--- config.mk ---
export PLATFORM = sky130hd
export DESIGN_NAME = ppcc_frame_ctrl
export DESIGN_NICKNAME = d
export VERILOG_FILES = /design/src/rtl/assert_macros.svh /design/src/rtl/ppcc_pkg.sv /design/src/rtl/ppcc_frame_ctrl.sv
export SDC_FILE = /design/constraint.sdc
export NUM_CORES = 1
export LEC_CHECK = 0
export BUFFER_PORTS_ARGS = -buffer_cell sky130_fd_sc_hd__clkbuf_2
export CAP_MARGIN = 20
export CORE_ASPECT_RATIO = 1.2
export CORE_MARGIN = 4
export CORE_UTILIZATION = 30
export CTS_CLUSTER_DIAMETER = 30
export DETAILED_ROUTE_END_ITERATION = 12
export GPL_TIMING_DRIVEN = 0
export HOLD_SLACK_MARGIN = 0.12
export SLEW_MARGIN = 20
export SYNTH_ARGS = -nofsm -noshare
export SYNTH_HDL_FRONTEND = slang
export SYNTH_SLANG_ARGS = --single-unit
--- constraint.sdc ---
create_clock -name clk -period 3.73 [get_ports clk]
set_input_delay 0.373 -clock clk [delete_from_list [all_inputs] [get_ports clk]]
set_output_delay 0.373 -clock clk [all_outputs]
set_load 0.02 [all_outputs]
--- src/rtl/assert_macros.svh ---
// Assertion macros used by the top-level RTL file
`ifndef ASSERT_MACROS_SVH
`define ASSERT_MACROS_SVH

`ifndef SYNTHESIS
`define ASSERT_PROP(lbl, clk, rst, prop) \
  lbl: assert property (@(posedge clk) disable iff (rst) prop) \
    else $error("assertion failed");
`define ASSERT_NEVER(lbl, clk, rst, expr) \
  lbl: assert property (@(posedge clk) disable iff (rst) !(expr)) \
    else $error("forbidden condition seen");
`else
`define ASSERT_PROP(lbl, clk, rst, prop)
`define ASSERT_NEVER(lbl, clk, rst, expr)
`endif

`endif

--- src/rtl/ppcc_pkg.sv ---
// Types and constants of the palette pixel channel converter
`default_nettype none

package ppcc_pkg;

  localparam int BYTE_W     = 8;
  localparam int COMP_W     = 3 * BYTE_W;
  localparam int DIM_W      = 13;
  localparam int DIM_MAX    = (2 ** DIM_W) - 1;
  localparam int PAD_W      = 2;
  localparam int PROD_W     = 16;
  localparam int IN_DATA_W  = 5 * BYTE_W;
  localparam int OUT_DATA_W = 4 * BYTE_W;
  localparam int CFG_IDX_W  = 2;

  // luma weights, 0.3 / 0.59 / 0.11 in unsigned Q0.8
  localparam logic [BYTE_W-1:0] LUMA_W_FIRST  = 8'd77;
  localparam logic [BYTE_W-1:0] LUMA_W_SECOND = 8'd151;
  localparam logic [BYTE_W-1:0] LUMA_W_THIRD  = 8'd28;

  localparam logic [CFG_IDX_W-1:0] CFG_MODE   = 2'd0;
  localparam logic [CFG_IDX_W-1:0] CFG_WIDTH  = 2'd1;
  localparam logic [CFG_IDX_W-1:0] CFG_HEIGHT = 2'd2;

  typedef enum logic [2:0] {
    MODE_GRAY   = 3'd0,
    MODE_ALL    = 3'd1,
    MODE_FIRST  = 3'd2,
    MODE_SECOND = 3'd3,
    MODE_THIRD  = 3'd4,
    MODE_SUM    = 3'd5,
    MODE_RG     = 3'd6,
    MODE_YB     = 3'd7
  } mode_t;

  typedef enum logic {
    KIND_PALETTE = 1'b0,
    KIND_PIXEL   = 1'b1
  } kind_t;

  // what the counters say about the byte now on the input
  typedef struct packed {
    logic emit;
    logic last;
  } item_status_t;

  // side information travelling with a table read
  typedef struct packed {
    logic [BYTE_W-1:0] pix;
    logic              gray_ramp;
    logic              last;
    logic              in_range;
  } pix_ctrl_t;

  function automatic logic [DIM_W-1:0] clamp_dim(input logic [DIM_W-1:0] v,
                                                 input logic [DIM_W-1:0] cap);
    logic [DIM_W-1:0] r;
    if (v == '0) begin
      r = DIM_W'(1);
    end else if (v > cap) begin
      r = cap;
    end else begin
      r = v;
    end
    return r;
  endfunction

endpackage

`default_nettype wire

--- src/rtl/ppcc_frame_ctrl.sv ---
// Column, row and pad counters plus the gray-ramp check
`default_nettype none

module ppcc_frame_ctrl (
  input  logic                        clk,
  input  logic                        rst,
  input  logic                        acc,
  input  ppcc_pkg::kind_t             kind,
  input  logic [ppcc_pkg::BYTE_W-1:0] entry_index,
  input  logic                        entry_in_range,
  input  logic [ppcc_pkg::BYTE_W-1:0] comp_first,
  input  logic [ppcc_pkg::BYTE_W-1:0] comp_second,
  input  logic [ppcc_pkg::BYTE_W-1:0] comp_third,
  input  logic [ppcc_pkg::DIM_W-1:0]  width,
  input  logic [ppcc_pkg::DIM_W-1:0]  height,
  input  logic [ppcc_pkg::PAD_W-1:0]  pad_due,
  output ppcc_pkg::item_status_t      status,
  output logic                        gray_ramp
);

  import ppcc_pkg::*;

  logic [DIM_W-1:0] column_count, column_count_next;
  logic [DIM_W-1:0] row_count, row_count_next;
  logic [PAD_W-1:0] pad_count, pad_count_next;
  logic             gray_ramp_next;

  logic             col_past;
  logic             col_last;
  logic             row_last;
  logic [PAD_W-1:0] pad_inc;
  logic             pad_end;
  logic             is_ramp;
  logic [DIM_W-1:0] row_wrap;

  always_comb begin
    col_past = column_count >= width;
    col_last = ({1'b0, column_count} + (DIM_W+1)'(1)) >= {1'b0, width};
    row_last = ({1'b0, row_count} + (DIM_W+1)'(1)) >= {1'b0, height};
    pad_inc  = pad_count + PAD_W'(1);
    pad_end  = (pad_inc == '0) || (pad_inc >= pad_due);
    is_ramp  = (comp_first == entry_index) && (comp_second == entry_index) &&
               (comp_third == entry_index);
    row_wrap = row_last ? '0 : row_count + DIM_W'(1);

    status.emit = !col_past;
    status.last = col_last && row_last;

    column_count_next = column_count;
    row_count_next    = row_count;
    pad_count_next    = pad_count;
    gray_ramp_next    = gray_ramp;

    if (acc) begin
      if (kind == KIND_PALETTE) begin
        // entry 0 opens a new image
        if (entry_index == '0) begin
          column_count_next = '0;
          row_count_next    = '0;
          pad_count_next    = '0;
          gray_ramp_next    = 1'b1;
        end
        if (entry_in_range && !is_ramp) begin
          gray_ramp_next = 1'b0;
        end
      end else if (col_past) begin
        pad_count_next = pad_inc;
        if (pad_end) begin
          column_count_next = '0;
          pad_count_next    = '0;
          row_count_next    = row_wrap;
        end
      end else begin
        column_count_next = column_count + DIM_W'(1);
        if (col_last && (pad_due == '0)) begin
          column_count_next = '0;
          pad_count_next    = '0;
          row_count_next    = row_wrap;
        end
      end
    end
  end

  always_ff @(posedge clk) begin
    if (rst) begin
      column_count <= '0;
      row_count    <= '0;
      pad_count    <= '0;
      gray_ramp    <= 1'b1;
    end else begin
      column_count <= column_count_next;
      row_count    <= row_count_next;
      pad_count    <= pad_count_next;
      gray_ramp    <= gray_ramp_next;
    end
  end

endmodule

`default_nettype wire

==> metrics.txt <==
# Max-Cap Violations 0; vias in the first global route 2650; Post-synth EDFFs 0; Post-synth ARST share 0%; area fraction of the dominant cell type after synthesis between 20% and 30%; Post-DRT Antenna Nets 0; Placed Instances 507; GR Overflow Total 0; Synth-to-Final Area Change 21.5%; placed inst area around 3300 um2; H-tree levels 2; largest net degree at the start of global routing 11; Synth Area per Inst 8.66 um2; LEAKAGE 1.59 nW; post-CTS sizing 0; mux contribution to synthesized area less than 1%; Fin Setup TNS 0 ns; TritonCTS Buffers 5; Initial DRC Count 63; Rows 38; FMAX between 200 and 300 MHz; drt via density 5.00; Synth Cell Area ~2800 um2; Post-Synthesis Cells 321; fraction of the mapped netlist area in simple logic gates approximately 20%; Worst Path Max Fanout 6; die width 95.9 um; Hold Crit Class in2reg; CP dominant cell by count a21o_1; Clock Path Buffers 2; cell taking the most area after synthesis dfxtp_1; Tcrit/Tclk final 93.4%; Die Footprint 10900 um2; initial core utilization 30.8%; DRC 0; CP Data Required Time approximately 3.4 ns; FF+latch count, synth 29; PortBufs 66; hold_ws roughly 0.38 ns; PwrDens 215 nW/um2; # IOs between 60 and 70; drt total wl around 6800 um; RSZ-0062 raised after global routing no; Clock Sinks 29; Clock transition at path regs 0.07 ns; CTS root buffer clkbuf_8; antenna cells 0; skew final around 0.0052 ns; Hold Path Stages 2; Tot Pwr roughly 0.73 mW; Max IR drop VDD roughly 0.00010 V; placer's final routability congestion estimate 0.807; drt first pass iters 4; register area share after synthesis 20.9%; initial antenna violation count 0; design area ~3400 um2; final instance count without filler cells between 500 and 600; share of cells above drive strength 1 around a quarter; slowest library cell on the worst path dfxtp_1; Final nets roughly 500; Synth Area in XOR/XNOR between 10% and 20%; Setup violations, final 0; Setup CP Type reg2out; Worst-Margin Slew approximately 0.56 ns; most common cell in the netlist ha_1; Startpoint Class flop; hold_buf cts 0; via count about 2600; status finished, final reports clean; Worst Slack Setup Final ~0.25 ns; most area-consuming cells after synthesis dfxtp_1 21%, ha_1 20%, a32o_1 7.2%, xnor2_1 6.9%, inv_1 4.5%; pre-CTS setup slack approximately 0.10 ns; main combinational cell family by area after synthesis compound AO/OA/AOI/OAI gates; CORE AREA between 9000 and 10000 um2; first-pass GRT wire length 11600 um; Critical Path Stages 11; fin crit period 3.48 ns; Clk Latency, worst-skew pair 0.28 ns; synth unique cells 60; Post-synth top cells 44 x ha_1, 33 x inv_1, 29 x dfxtp_1; critical path cell sequence nand3_1 > nor4_4 > and4_1 > xor2_1 > ha_1 > a21o_1 > a21o_1 > a221oi_1 > o21ai_2 > o31a_1 > clkbuf_2; top cell family by delay on the critical path compound AO/OA/AOI/OAI gates; post-synthesis compound-gate area fraction a little under a quarter; Post-synth top flop dfxtp_1; Final HPWL DP 5700 um; postcts setup bufs 0; final max-slew violation count 0; slowest stage delay, CP 0.43 ns; Die H 113 um; CTS tree done; Rel. slew slack just over 60%; Syn Nets 430; Core Util, Final between 30% and 40%; Worst Path Buf+Inv 1; Ys Warns 0; gr usage total between 10% and 20%; Arr. time, crit path ~3.1 ns; r2r worst-path depth 12; final hold vios 0; adder-cell area share of the yosys netlist 19.8%; crit end category primary output; wire length per cell around 13 um
## registers in the layout (all words and copies together), names as in the netlist
| register | cells |
|---|---|
| row_count | 13 |
| pad_count | 2 |
| column_count | 13 |
| gray_ramp | 1 |
## worst paths after layout
| check | startpoint | endpoint | slack [ns] |
|---|---|---|---|
| setup / recovery | row_count[2] | status[0] | 0.25 |
| hold / removal | rst | gray_ramp | 0.38 |
| setup reg to reg | column_count[0] | row_count[12] | 0.32 |
| hold reg to reg | row_count[5] | row_count[5] | 0.48 |
## layer usage
layer  global-route usage, %  wire [um]  vias up
met4                    2.85         89        0
met3                    2.37        222        8
met1                    15.4       2850     1188
li1                        -          -     1348
met5                       0          0        -
met2                    24.5       3590       33
## kinds of logic after synthesis
kind of cell    after synthesis
simple gates                102
compound gates               75
fa+ha+maj                    44
buf+inv                      38
xor+xnor                     32
flops                        29
mux                           1
## worst register-to-register path: stages, from the launching register on
cell	delay (ns)
dfxtp_1	0.48
ha_1	0.27
and3_1	0.26
nand3_1	0.18
nor2_1	0.17
xor2_1	0.22
ha_1	0.28
a21oi_1	0.15
o21ai_1	0.12
o31ai_2	0.44
a41oi_4	0.23
a21oi_4	0.39
a32o_1	0.18
## final cells by class
type                    count  area [um2]
clock buffers               7        96.3
plain buffers               5        41.3
multi-input cells         254        2050
flip-flops and latches     29         581
well taps                 120         150
repair buffers             66         330
inverters                  33         124
fillers                   962        5660
clock inverters             1        5.00
## cell usage in the layout (no fill, tap or decap), drive strengths merged, types with 3 or more instances in the layout
cell	n
a32o	20
nand4	9
nor2	20
nand2	17
a21oi	13
clkbuf	75
xnor2	22
and3	11
nand3	18
o21ai	12
ha	44
inv	33
a21o	5
nor3	7
xor2	10
a221oi	3
or4	3
nor4	3
dfxtp	29
o22ai	3
or3	3
buf	3
## report_power, final
part	total (mW)	internal [mW]	switching [mW]
logic	0.118	0.0568	0.0612
registers	0.314	0.311	0.00246
clock network	0.294	0.167	0.127
Power figures use the tool's default switching activity.
