### config.mk
export PLATFORM = sky130hd
export DESIGN_NAME = ppcc_color_calc
export DESIGN_NICKNAME = d
export VERILOG_FILES = /design/src/rtl/assert_macros.svh /design/src/rtl/ppcc_pkg.sv /design/src/rtl/ppcc_color_calc.sv
export SDC_FILE = /design/constraint.sdc
export NUM_CORES = 1
export LEC_CHECK = 0
export ABC_CLOCK_PERIOD_IN_PS = 4100
export BUFFER_PORTS_ARGS = -buffer_cell sky130_fd_sc_hd__buf_2
export CAP_MARGIN = 20
export CORE_MARGIN = 2
export CORE_UTILIZATION = 37
export DETAILED_ROUTE_END_ITERATION = 12
export RECOVER_POWER = 100
export SETUP_SLACK_MARGIN = 0.2
export SYNTH_ARGS = -nofsm -noshare
export SYNTH_HDL_FRONTEND = slang
export SYNTH_SLANG_ARGS = --single-unit
export TNS_END_PERCENT = 20
### constraint.sdc
create_clock -name clk -period 4.1 [get_ports clk]
set_input_delay 0.41 -clock clk [delete_from_list [all_inputs] [get_ports clk]]
set_output_delay 0.41 -clock clk [all_outputs]
set_load 0.1 [all_outputs]
### src/rtl/assert_macros.svh
// Assertion macros used by the top-level RTL file
`ifndef ASSERT_MACROS_SVH
`define ASSERT_MACROS_SVH

`ifndef SYNTHESIS
`define ASSERT_PROP(lbl, clk, rst, prop) \
  lbl: assert property (@(posedge clk) disable iff (rst) prop) \
    else $error("assertion failed");
`define ASSERT_NEVER(lbl, clk, rst, expr) \
  lbl: assert property (@(posedge clk) disable iff (rst) !(expr)) \
    else $error("forbidden condition seen");
`else
`define ASSERT_PROP(lbl, clk, rst, prop)
`define ASSERT_NEVER(lbl, clk, rst, expr)
`endif

`endif

### src/rtl/ppcc_pkg.sv
// Types and constants of the palette pixel channel converter
`default_nettype none

package ppcc_pkg;

  localparam int BYTE_W     = 8;
  localparam int COMP_W     = 3 * BYTE_W;
  localparam int DIM_W      = 13;
  localparam int DIM_MAX    = (2 ** DIM_W) - 1;
  localparam int PAD_W      = 2;
  localparam int PROD_W     = 16;
  localparam int IN_DATA_W  = 5 * BYTE_W;
  localparam int OUT_DATA_W = 4 * BYTE_W;
  localparam int CFG_IDX_W  = 2;

  // luma weights, 0.3 / 0.59 / 0.11 in unsigned Q0.8
  localparam logic [BYTE_W-1:0] LUMA_W_FIRST  = 8'd77;
  localparam logic [BYTE_W-1:0] LUMA_W_SECOND = 8'd151;
  localparam logic [BYTE_W-1:0] LUMA_W_THIRD  = 8'd28;

  localparam logic [CFG_IDX_W-1:0] CFG_MODE   = 2'd0;
  localparam logic [CFG_IDX_W-1:0] CFG_WIDTH  = 2'd1;
  localparam logic [CFG_IDX_W-1:0] CFG_HEIGHT = 2'd2;

  typedef enum logic [2:0] {
    MODE_GRAY   = 3'd0,
    MODE_ALL    = 3'd1,
    MODE_FIRST  = 3'd2,
    MODE_SECOND = 3'd3,
    MODE_THIRD  = 3'd4,
    MODE_SUM    = 3'd5,
    MODE_RG     = 3'd6,
    MODE_YB     = 3'd7
  } mode_t;

  typedef enum logic {
    KIND_PALETTE = 1'b0,
    KIND_PIXEL   = 1'b1
  } kind_t;

  // what the counters say about the byte now on the input
  typedef struct packed {
    logic emit;
    logic last;
  } item_status_t;

  // side information travelling with a table read
  typedef struct packed {
    logic [BYTE_W-1:0] pix;
    logic              gray_ramp;
    logic              last;
    logic              in_range;
  } pix_ctrl_t;

  function automatic logic [DIM_W-1:0] clamp_dim(input logic [DIM_W-1:0] v,
                                                 input logic [DIM_W-1:0] cap);
    logic [DIM_W-1:0] r;
    if (v == '0) begin
      r = DIM_W'(1);
    end else if (v > cap) begin
      r = cap;
    end else begin
      r = v;
    end
    return r;
  endfunction

endpackage

`default_nettype wire

### src/rtl/ppcc_color_calc.sv
// Weighting stage and channel select with the output register
`default_nettype none

module ppcc_color_calc (
  input  logic                            clk,
  input  logic                            rst,
  input  ppcc_pkg::mode_t                 mode,
  input  logic                            in_valid,
  output logic                            in_ready,
  input  ppcc_pkg::pix_ctrl_t             in_ctrl,
  input  logic [ppcc_pkg::COMP_W-1:0]     in_comp,
  output logic                            m_axis_tvalid,
  input  logic                            m_axis_tready,
  // value, out_first, out_second, out_third from bit 0 up
  output logic [ppcc_pkg::OUT_DATA_W-1:0] m_axis_tdata,
  output logic                            m_axis_tlast
);

  import ppcc_pkg::*;

  logic [BYTE_W-1:0] f_in, s_in, t_in;

  logic              s2_valid;
  logic [PROD_W-1:0] s2_pf, s2_ps, s2_pt;
  logic [BYTE_W-1:0] s2_f, s2_s, s2_t, s2_pix;
  logic              s2_gray, s2_last;

  logic              out_free;
  logic              s2_load;
  logic [PROD_W-1:0] luma_sum;
  logic [BYTE_W-1:0] value;

  always_comb begin
    // indexes beyond the table read as zero components
    f_in = in_ctrl.in_range ? in_comp[3*BYTE_W-1:2*BYTE_W] : '0;
    s_in = in_ctrl.in_range ? in_comp[2*BYTE_W-1:BYTE_W]   : '0;
    t_in = in_ctrl.in_range ? in_comp[BYTE_W-1:0]          : '0;

    out_free = !m_axis_tvalid || m_axis_tready;
    in_ready = !s2_valid || out_free;
    s2_load  = in_valid && in_ready;

    // never above 255*256, so 16 bits hold it
    luma_sum = s2_pf + s2_ps + s2_pt;

    unique case (mode)
      MODE_GRAY:   value = s2_gray ? s2_pix : luma_sum[PROD_W-1:BYTE_W];
      MODE_ALL:    value = '0;
      MODE_FIRST:  value = s2_f;
      MODE_SECOND: value = s2_s;
      MODE_THIRD:  value = s2_t;
      MODE_SUM:    value = s2_f + s2_s;
      MODE_RG:     value = s2_f - s2_s;
      MODE_YB:     value = s2_f + s2_s - s2_t;
      default:     value = '0;
    endcase
  end

  always_ff @(posedge clk) begin
    if (rst) begin
      s2_valid <= 1'b0;
    end else if (in_ready) begin
      s2_valid <= in_valid;
    end
  end

  always_ff @(posedge clk) begin
    if (s2_load) begin
      s2_pf   <= PROD_W'(LUMA_W_FIRST) * PROD_W'(f_in);
      s2_ps   <= PROD_W'(LUMA_W_SECOND) * PROD_W'(s_in);
      s2_pt   <= PROD_W'(LUMA_W_THIRD) * PROD_W'(t_in);
      s2_f    <= f_in;
      s2_s    <= s_in;
      s2_t    <= t_in;
      s2_pix  <= in_ctrl.pix;
      s2_gray <= in_ctrl.gray_ramp;
      s2_last <= in_ctrl.last;
    end
  end

  always_ff @(posedge clk) begin
    if (rst) begin
      m_axis_tvalid <= 1'b0;
    end else if (out_free) begin
      m_axis_tvalid <= s2_valid;
    end
  end

  always_ff @(posedge clk) begin
    if (out_free && s2_valid) begin
      m_axis_tdata <= {s2_t, s2_s, s2_f, value};
      m_axis_tlast <= s2_last;
    end
  end

endmodule

`default_nettype wire

==> results.md, run 1 <==
Synthesis:
- After synthesis, the mean cell area works out to around 11 um2.
- The number of nets in the synthesized netlist is 919.
- Synthesis handed over a netlist of 713 instances.
- The number of enable flip-flop cells after synthesis is about 110.
- After synthesis, the largest area contributor takes up about two fifths of total cell area.
- Among all flip-flop cells after synthesis, the most frequent one is sky130_fd_sc_hd__edfxtp_1.
- The largest total area in the synthesized netlist belongs to sky130_fd_sc_hd__edfxtp_1.
- The count of synthesis-stage warnings from yosys is 0.
- The netlist uses 63 different library cells.
- Yosys attributes the largest share of cell area to sky130_fd_sc_hd__edfxtp_1, sky130_fd_sc_hd__ha_1, sky130_fd_sc_hd__fa_1, sky130_fd_sc_hd__inv_1, sky130_fd_sc_hd__xnor2_1.
- Of the synthesized area, sequential elements account for 39.1%.
- The post-synthesis async set-or-reset flop share is 0%.
- Synthesis inferred 107 register bits.
- The mapped netlist covers 8180 um2.

Cells and area:
- The finished cells cover 9450 um2.
- In the layout the commonest cells are sky130_fd_sc_hd__ha_1, sky130_fd_sc_hd__edfxtp_1, sky130_fd_sc_hd__inv_1.
- The final layout contains 1,028 nets.
- In the final layout, flip-flops and latches occupy 3190 um2.
- The share of post-route cells with drive strength above 1 is 13.2%.
- The number of inserted diodes is 0.
- Compared with the post-synthesis result, the final layout area differs by 15.6%.
- The share of the core filled with cells is between 40% and 50%.
- Counting the fill cells in the layout gives between 2,000 and 2,500.
- In the final layout, the multi-input gates occupy ~4600 um2.
- The library cell used most frequently in the layout, excluding fill and tap cells, is sky130_fd_sc_hd__ha_1.

Hold path:
- The start point of the worst hold path is rst.
- The number of cells on the worst hold path is 2.
- The class of the tightest hold or removal check is input pin to flip-flop.
- For hold timing, the worst endpoint is s2_valid.

Route:
- The routed wirelength normalized by instance count is around 16 um.
- The final antenna-violating net count is 0.
- The total wirelength of the detailed-routed design is between 15 and 20 mm.
- Before antenna repair, the detailed router went through 4 iterations.
- In the routed layout, each cell is associated on average with a via count of ~5.0.
- For this block, the via count after detailed routing is 5,555.
- For this block, the initial DRC count from the detailed router was 320.
- The DRC violation count after routing is 0.

Clocking:
- The post-CTS setup buffer count is 0.
- The number of H-tree branching levels is 3.
- After clock tree synthesis, the flow added hold-fix buffers numbering 0.
- The post-cts resize count is 0.
- TritonCTS built the clock tree.
- The tree is rooted in a sky130_fd_sc_hd__clkbuf_16.
- The clock-pin slew on the worst setup and hold paths is 80 ps.
- The clock insertion delay at the later pin of the skew report is 370 ps.
- Clock tree synthesis found a total of between 100 and 150 sinks.
- The buffer depth of the longest clock path is 2.
- TritonCTS created 9 clock buffers.

STA:
- Final hold analysis gives a worst-case slack of 202 ps.
- The clock period could shrink to 3760 ps.
- The worst path uses 91.7% of the clock period.
- Setup repair after global routing could not meet its margin everywhere.
- The tightest slew margin relative to the limit is -88.5%.
- The summed negative setup slack over all endpoints is 0 ps.
- The number of pins with negative max-slew slack in the final report was 107.
- The final setup violation count is 0.
- Based on the critical path, the design can be clocked at up to roughly 270 MHz.
- The final-report hold violation count came to 0.
- For the pin with the worst max-slew slack, the measured transition is between 2000 and 3000 ps.
- The clock tree skew after final layout is 11.5 ps.

Power and ir drop:
- The completed layout was analyzed and its total power is approximately 4.0 mW.
- In this run the power density over the cells is 425 nW/um2.
- The worst-case vdd ir drop is 0.000234 V.
- The static leakage is 4.27 nW.

Setup path:
- For the worst flop-to-flop path, the logic depth is 14.
- The capture instance of the worst register-to-register path is m_axis_tdata[7].
- The worst setup path is captured at a flip-flop.
- The kind of start point of the critical path is an input pin.
- In this run the worst path has a maximum fanout of 13.
- Data on the critical path is required at its endpoint by about 4200 ps.
- The worst setup path category is input pin to flip-flop.
- STA puts the critical path data arrival time at 3880 ps.
- The internal reg-to-reg setup slack is ~440 ps.
- The worst register-to-register path begins at s2_ps[0].

Floorplan:
- The cell row count is 54.
- The initial utilization of the core area, before any placement, comes to a little under two fifths.
- The area of the die is 23,300 um2.
- From bottom edge to top edge, the die measures 153 um.
- Measured along the x axis, the die boundary spans ~150 um.
- The placeable core region is 21,800 um2.
- Pin placement for this block handled a little under 80 I/O pins.

GRT:
- The total overflow left after global routing is 0.
- For met2 alone, demand over resource in global routing was 29.4%.
- The pin count of the biggest net entering global routing is 73.
- Global routing used 19.9% of the available met1 tracks.
- Global routing consumed, on the met3 layer, 2.45% of the routing resources.
- Global routing used 16.2% of the available tracks.
- The via count of the first global-routing pass is 5,805.
- The number of antenna violations at the first check in global routing is 0.
- The global-route wire length before repair is between 20 and 30 mm.
- The busiest layer in global routing is met2.

Placement:
- At the end of routability-driven placement, the weighted congestion stood at 0.837.
- Input and output buffers added on the ports amount to 76.
- The area of placed instances is 9180 um2.
- Detailed placement finished with a half-perimeter wire length of 15.0 mm.

Job:
- The total of max-cap violations is 2.

Run status:
- The run finished, with violations left.
- The final reports fail on max-capacitance violations, max-slew violations.
[metal layers]
layer  share of wire, %  vias to the layer above
met3                4.0                       26
met2                 52                      111
met5                  0                        -
met1                 43                     2677
met4                1.8                        0
li1                   -                     2741
[cells in the mapped netlist (3+ instances only)]
| master | count |
|---|---|
| sky130_fd_sc_hd__or4_1 | 3 |
| sky130_fd_sc_hd__a21o_1 | 11 |
| sky130_fd_sc_hd__o22ai_1 | 5 |
| sky130_fd_sc_hd__nand4_1 | 3 |
| sky130_fd_sc_hd__nor2b_1 | 17 |
| sky130_fd_sc_hd__nor3_1 | 11 |
| sky130_fd_sc_hd__o21ai_0 | 27 |
| sky130_fd_sc_hd__mux2_2 | 5 |
| sky130_fd_sc_hd__a21oi_1 | 33 |
| sky130_fd_sc_hd__nor2_1 | 39 |
| sky130_fd_sc_hd__nand2b_1 | 9 |
| sky130_fd_sc_hd__o221ai_1 | 3 |
| sky130_fd_sc_hd__a21boi_0 | 3 |
| sky130_fd_sc_hd__xnor2_1 | 28 |
| sky130_fd_sc_hd__and2_1 | 25 |
| sky130_fd_sc_hd__ha_1 | 122 |
| sky130_fd_sc_hd__o21bai_1 | 3 |
| sky130_fd_sc_hd__edfxtp_1 | 105 |
| sky130_fd_sc_hd__mux2i_1 | 6 |
| sky130_fd_sc_hd__o21a_1 | 6 |
| sky130_fd_sc_hd__a222oi_1 | 4 |
| sky130_fd_sc_hd__xor2_1 | 17 |
| sky130_fd_sc_hd__fa_1 | 42 |
| sky130_fd_sc_hd__inv_1 | 96 |
| sky130_fd_sc_hd__nand2_1 | 22 |
| sky130_fd_sc_hd__and3_1 | 6 |
| sky130_fd_sc_hd__clkbuf_1 | 10 |
| sky130_fd_sc_hd__nand3_1 | 6 |
[sequential cells by signal, indices dropped and copies added, names as in the netlist]
name / flops
s2_pf: 13
s2_s: 7
s2_ps: 16
s2_f: 8
m_axis_tlast: 1
s2_valid: 1
s2_pix: 8
s2_t: 8
s2_last: 1
s2_pt: 10
s2_gray: 1
m_axis_tvalid: 1
m_axis_tdata: 32
[how the worst max path moves through the flow]
stage          startpoint   endpoint  slack (ps)
2_1_floorplan  in_ctrl[0]  s2_ps[14]          80
3_3_place_gp   in_ctrl[0]  s2_ps[15]         -40
3_5_place_dp   in_ctrl[0]  s2_ps[15]        -120
4_1_cts        in_ctrl[0]  s2_ps[15]         290
5_1_grt        in_ctrl[0]  s2_pf[14]          90
6_report       in_ctrl[0]  s2_pf[12]         340
[cell families after synthesis]
logic type / share of synthesized area, %
buf+inv: 5.04
compound gates: 10.5
mux: 1.97
flops: 39.1
simple gates: 9.67
fa+ha+maj: 29.0
xor+xnor: 4.82
[power by group]
group | total [mW] | switching [mW] | internal [mW] | leakage (nW)
Combinational | 1.56 | 0.905 | 0.655 | 3.05
Sequential | 1.43 | 0.0695 | 1.36 | 1.05
Clock | 1.03 | 0.420 | 0.608 | 0.171
[per-stage QoR]
stage | instances | setup slack (ps)
after floorplan | 713 | 75.8
after global placement | 1091 | -42.2
after detailed placement | 1091 | -119
after CTS | 1107 | 286
after global routing | 1107 | 91.9
final | 1107 | 338
[final cells by class]
class / instances / share of cell area [%]
Timing Repair Buffer: 111 / 6.41
Inverter: 96 / 3.81
Tap cell: 280 / 3.71
Clock inverter: 7 / 1.42
Multi-Input combinational cell: 497 / 48.5
Clock buffer: 9 / 2.38
Sequential cell: 107 / 33.8
[critical path, stage by stage]
cell and delay, ps:
sky130_fd_sc_hd__buf_2 180, sky130_fd_sc_hd__buf_12 160, sky130_fd_sc_hd__and2_0 280, sky130_fd_sc_hd__ha_1 290, sky130_fd_sc_hd__ha_1 270, sky130_fd_sc_hd__inv_1 50
sky130_fd_sc_hd__fa_1 500, sky130_fd_sc_hd__fa_1 510, sky130_fd_sc_hd__inv_1 40, sky130_fd_sc_hd__ha_1 330, sky130_fd_sc_hd__o21a_1 130, sky130_fd_sc_hd__o41ai_1 380
sky130_fd_sc_hd__o211a_1 280, sky130_fd_sc_hd__xnor2_1 80
(Power assumes the default switching activity.)
==> run 2, diff against run 1 <==
Settings changed: ABC_CLOCK_PERIOD_IN_PS 4100 to 4500, SLEW_MARGIN from default to 25.
Clock period 4.1 ns to 4.5 ns, I/O delays scaled along.
==> run 2 against run 1 <==
  * The run still ends with max-capacitance violations, max-slew violations left
  * Count of clock-buffer cells in the layout grew 3
  * Sequential share of layout area grew 1.0 points
  * Non-clock buffer count shrank 21
  * Clock power shrank 28%
  * Setup slack gained 81 ps
  * Die area is the same
  * Clock skew is essentially flat
  * Cell count shrank 1.9%
  * Critical path type unchanged
  * First-iteration DRC count shrank 26%
  * Combinational power shrank 12%
  * Global-route usage shrank 0.53 points
==> results.md, run 2 (synthesized netlist as in run 1, its figures left out) <==
Clocking:
- The clock insertion delay at the later pin of the skew report is between 300 and 400 ps.
- The total CTS buffers is 9.
- The buffer depth of the longest clock path is 2.
- CTS saw 107 sinks.
- TritonCTS built the clock tree.
- The root buffer cell chosen for the clock tree is sky130_fd_sc_hd__clkbuf_16.
- The hold-fix buffer count after cts is 0.
- The clock tree synthesis step divided the H-tree into 3 levels.
- The clock-pin slew on the worst setup and hold paths is 70 ps.

Placement:
- Timing analysis after detailed placement gives a worst setup slack of roughly 35 ps.
- The congestion estimate from routability-driven global placement came to 0.868.
- Port buffering added 76 buffers.
- After legalization and detailed placement, the total HPWL measured 14.4 mm.

Run status:
- The checks that failed: max-capacitance violations, max-slew violations.
- The flow ran to the end, but the final reports show violations.

Setup path:
- The signal on the critical path passes through clkbuf_1 > xor2_1 > and2_0 > ha_1 > or2_2 > fa_1 > fa_1 > fa_1 > ha_1 > o21a_1 > nor2_1 > a21oi_1 > a41o_1 > o41a_1 > xor2_1.
- The origin of the critical flop-to-flop path is s2_ps[5].
- For the worst setup path, the data required time is 4620 ps.
- The most prevalent standard cell on the critical path is sky130_fd_sc_hd__fa_1.
- Along the worst path, the maximum fanout reaches 6.
- On the worst path, the slowest cell contributes a delay of 500 ps.
- The worst setup path is captured at a flip-flop.
- The highest-delay cell along the critical path is sky130_fd_sc_hd__fa_1.
- The worst setup path category is input pin to flip-flop.
- The number of cells on the worst reg-to-reg path is 9.
- The data arrival at the endpoint of the critical path is about 4200 ps.
- The kind of start point of the critical path is an input pin.
- The worst register-to-register path ends at m_axis_tdata[5].
- The internal reg-to-reg setup slack is 420 ps.

STA:
- The clock tree skew after final layout is 11.9 ps.
- In the finished design, the share of the clock period the worst path needs comes to between 90% and 100%.
- The number of pins with negative max-slew slack in the final report is 60.
- The worst setup slack after layout is 419 ps.
- The final-report hold violation count is 0.
- The final setup violation count is 0.
- In the final timing run, aggregate negative setup slack is 0 ps.
- For the pin with the worst max-slew slack, the measured transition is 1760 ps.
- Hold timing on the final database bottoms out at a slack of 258 ps.
- The worst pin sits at a relative slew slack of -17.4%.
- The highest clock rate is 245 MHz.
- The final critical path time including I/O delays and setup is 4080 ps.
- Setup repair after global routing left no endpoint under its margin.

Job:
- The total of max-cap violations is 2.

Hold path:
- For hold timing, the worst endpoint is m_axis_tvalid.
- The worst hold path was traced through 2 stages.
- In this run the worst hold path is classified as input pin to flip-flop.
- The worst hold path begins at rst.

Cells and area:
- The share of the core filled with cells is 42.1%.
- After filler insertion, the fill cell instance count of the layout stands at 2,106.
- The largest registers in the layout are m_axis_tdata (32), s2_ps (16), s2_pf (13).
- The commonest non-fill, non-tap cell in the layout is sky130_fd_sc_hd__ha_1.
- The number of antenna diodes in the final layout is 0.
- The layout-stage area growth over the synthesis result is 12.2%.
- The post-route netlist has between 10% and 20% of its cells at a drive strength greater than 1.
- The total number of nets in the final design is just over 1,000.
- In the layout the commonest cells are sky130_fd_sc_hd__ha_1, sky130_fd_sc_hd__edfxtp_1, sky130_fd_sc_hd__inv_1.
- The number of flip-flops under the largest register name is 32.
- The register name with the most flops is m_axis_tdata.

GRT:
- The pin count of the biggest net entering global routing is 49.
- The overall overflow remaining after global route is 0.
- The via count of the first global-routing pass is 5,551.
- Global routing consumed, over all layers together, around 16% of the routing resources.
- The global-route wire length before repair is 28.7 mm.
- The number of antenna violations at the first check in global routing is 0.
- The busiest layer in global routing is met2.
- The global-route track usage on met1 is 21.0%.
- The met3 capacity usage during global routing is 2.45%.
- For this run, global-route usage on met2 was measured as 26.4%.

Route:
- For this block, the initial DRC count from the detailed router was 237.
- For this block, the via count after detailed routing is 5,431.
- The pre-antenna-repair detailed-routing pass consisted of 4 iterations.
- The detail-routed via count per cell is 5.00.
- In the final routed layout, each cell accounts on average for approximately 16 um.
- The total wirelength of the detailed-routed design is 17.5 mm.
- The final antenna-violating net count is 0.
- The DRC violation count after routing is 0.

Floorplan:
- The top-level port count is 77.
- The region available for standard cell placement spans 21,800 um2.
- The width of the die is around 150 um.
- Once the floorplan was initialized, standard cells occupied 37.6% of the core.
- The floorplan step defined a die boundary enclosing 23,300 um2.
- The die extent in y is approximately 150 um.
- The cell row count is 54.

Power and ir drop:
- The worst-case IR drop observed on VDD is 0.000228 V.
- For this design the static power due to leakage is 4.11 nW.
- For this design the ratio of total power to cell area is 374 nW/um2.
## run 2: worst max path at each step
stage / from / end / slack (ps) / depth (start not counted)
floorplan: in_ctrl[0] / s2_ps[14] / 210 / 15
global placement: in_comp[14] / s2_ps[14] / 130 / 15
detailed placement: in_ctrl[0] / s2_ps[15] / 40 / 16
CTS: in_ctrl[0] / s2_ps[15] / 430 / 16
global route: in_ctrl[0] / s2_ps[13] / 130 / 16
finish: in_comp[14] / s2_ps[14] / 420 / 15
## run 2: timing repair
action	in CTS	in global routing
setup buffers	0	0
resized for setup	0	2
hold endpoints to repair	0	0
endpoints found under the setup margin	0	2
## run 2: layer usage
metal  vias up  wire length, um
met3        17              621
met4         0              257
met1      2612             8370
li1       2707                -
met5         -                0
met2        95             8290
## run 2: stage by stage
stage               power, mW  area [um2]  cells
CTS                      3.51        9260   1086
global route             3.67        9170   1086
global placement         2.74        8980   1070
finish                   3.43        9170   1086
detailed placement       2.76        8990   1070
floorplan                2.42        8180    713
## run 2: area by class of cell
cell class	count	area (um2)	area share [%]
multi-input combinational	497	4560	49.8
inverter	96	360	3.93
tap	280	350	3.82
timing repair buffer	90	435	4.75
clock inverter	4	30.0	0.327
sequential	107	3190	34.8
clock buffer	12	236	2.58
## run 2: critical path, delay by kind of cell
| family | cells | cell delay, ps |
|---|---|---|
| adders and majority gates | 5 | 1960 |
| AOI/OAI and AO/OA | 4 | 760 |
| and+or+nand+nor | 3 | 580 |
| xor gates and xnor gates | 2 | 240 |
| buffers and inverters | 1 | 210 |
## run 2: power breakdown
group / internal [mW] / switching (mW)
combinational: 0.558 / 0.826
sequential: 1.24 / 0.0619
clock: 0.378 / 0.364
total: 2.17 / 1.25
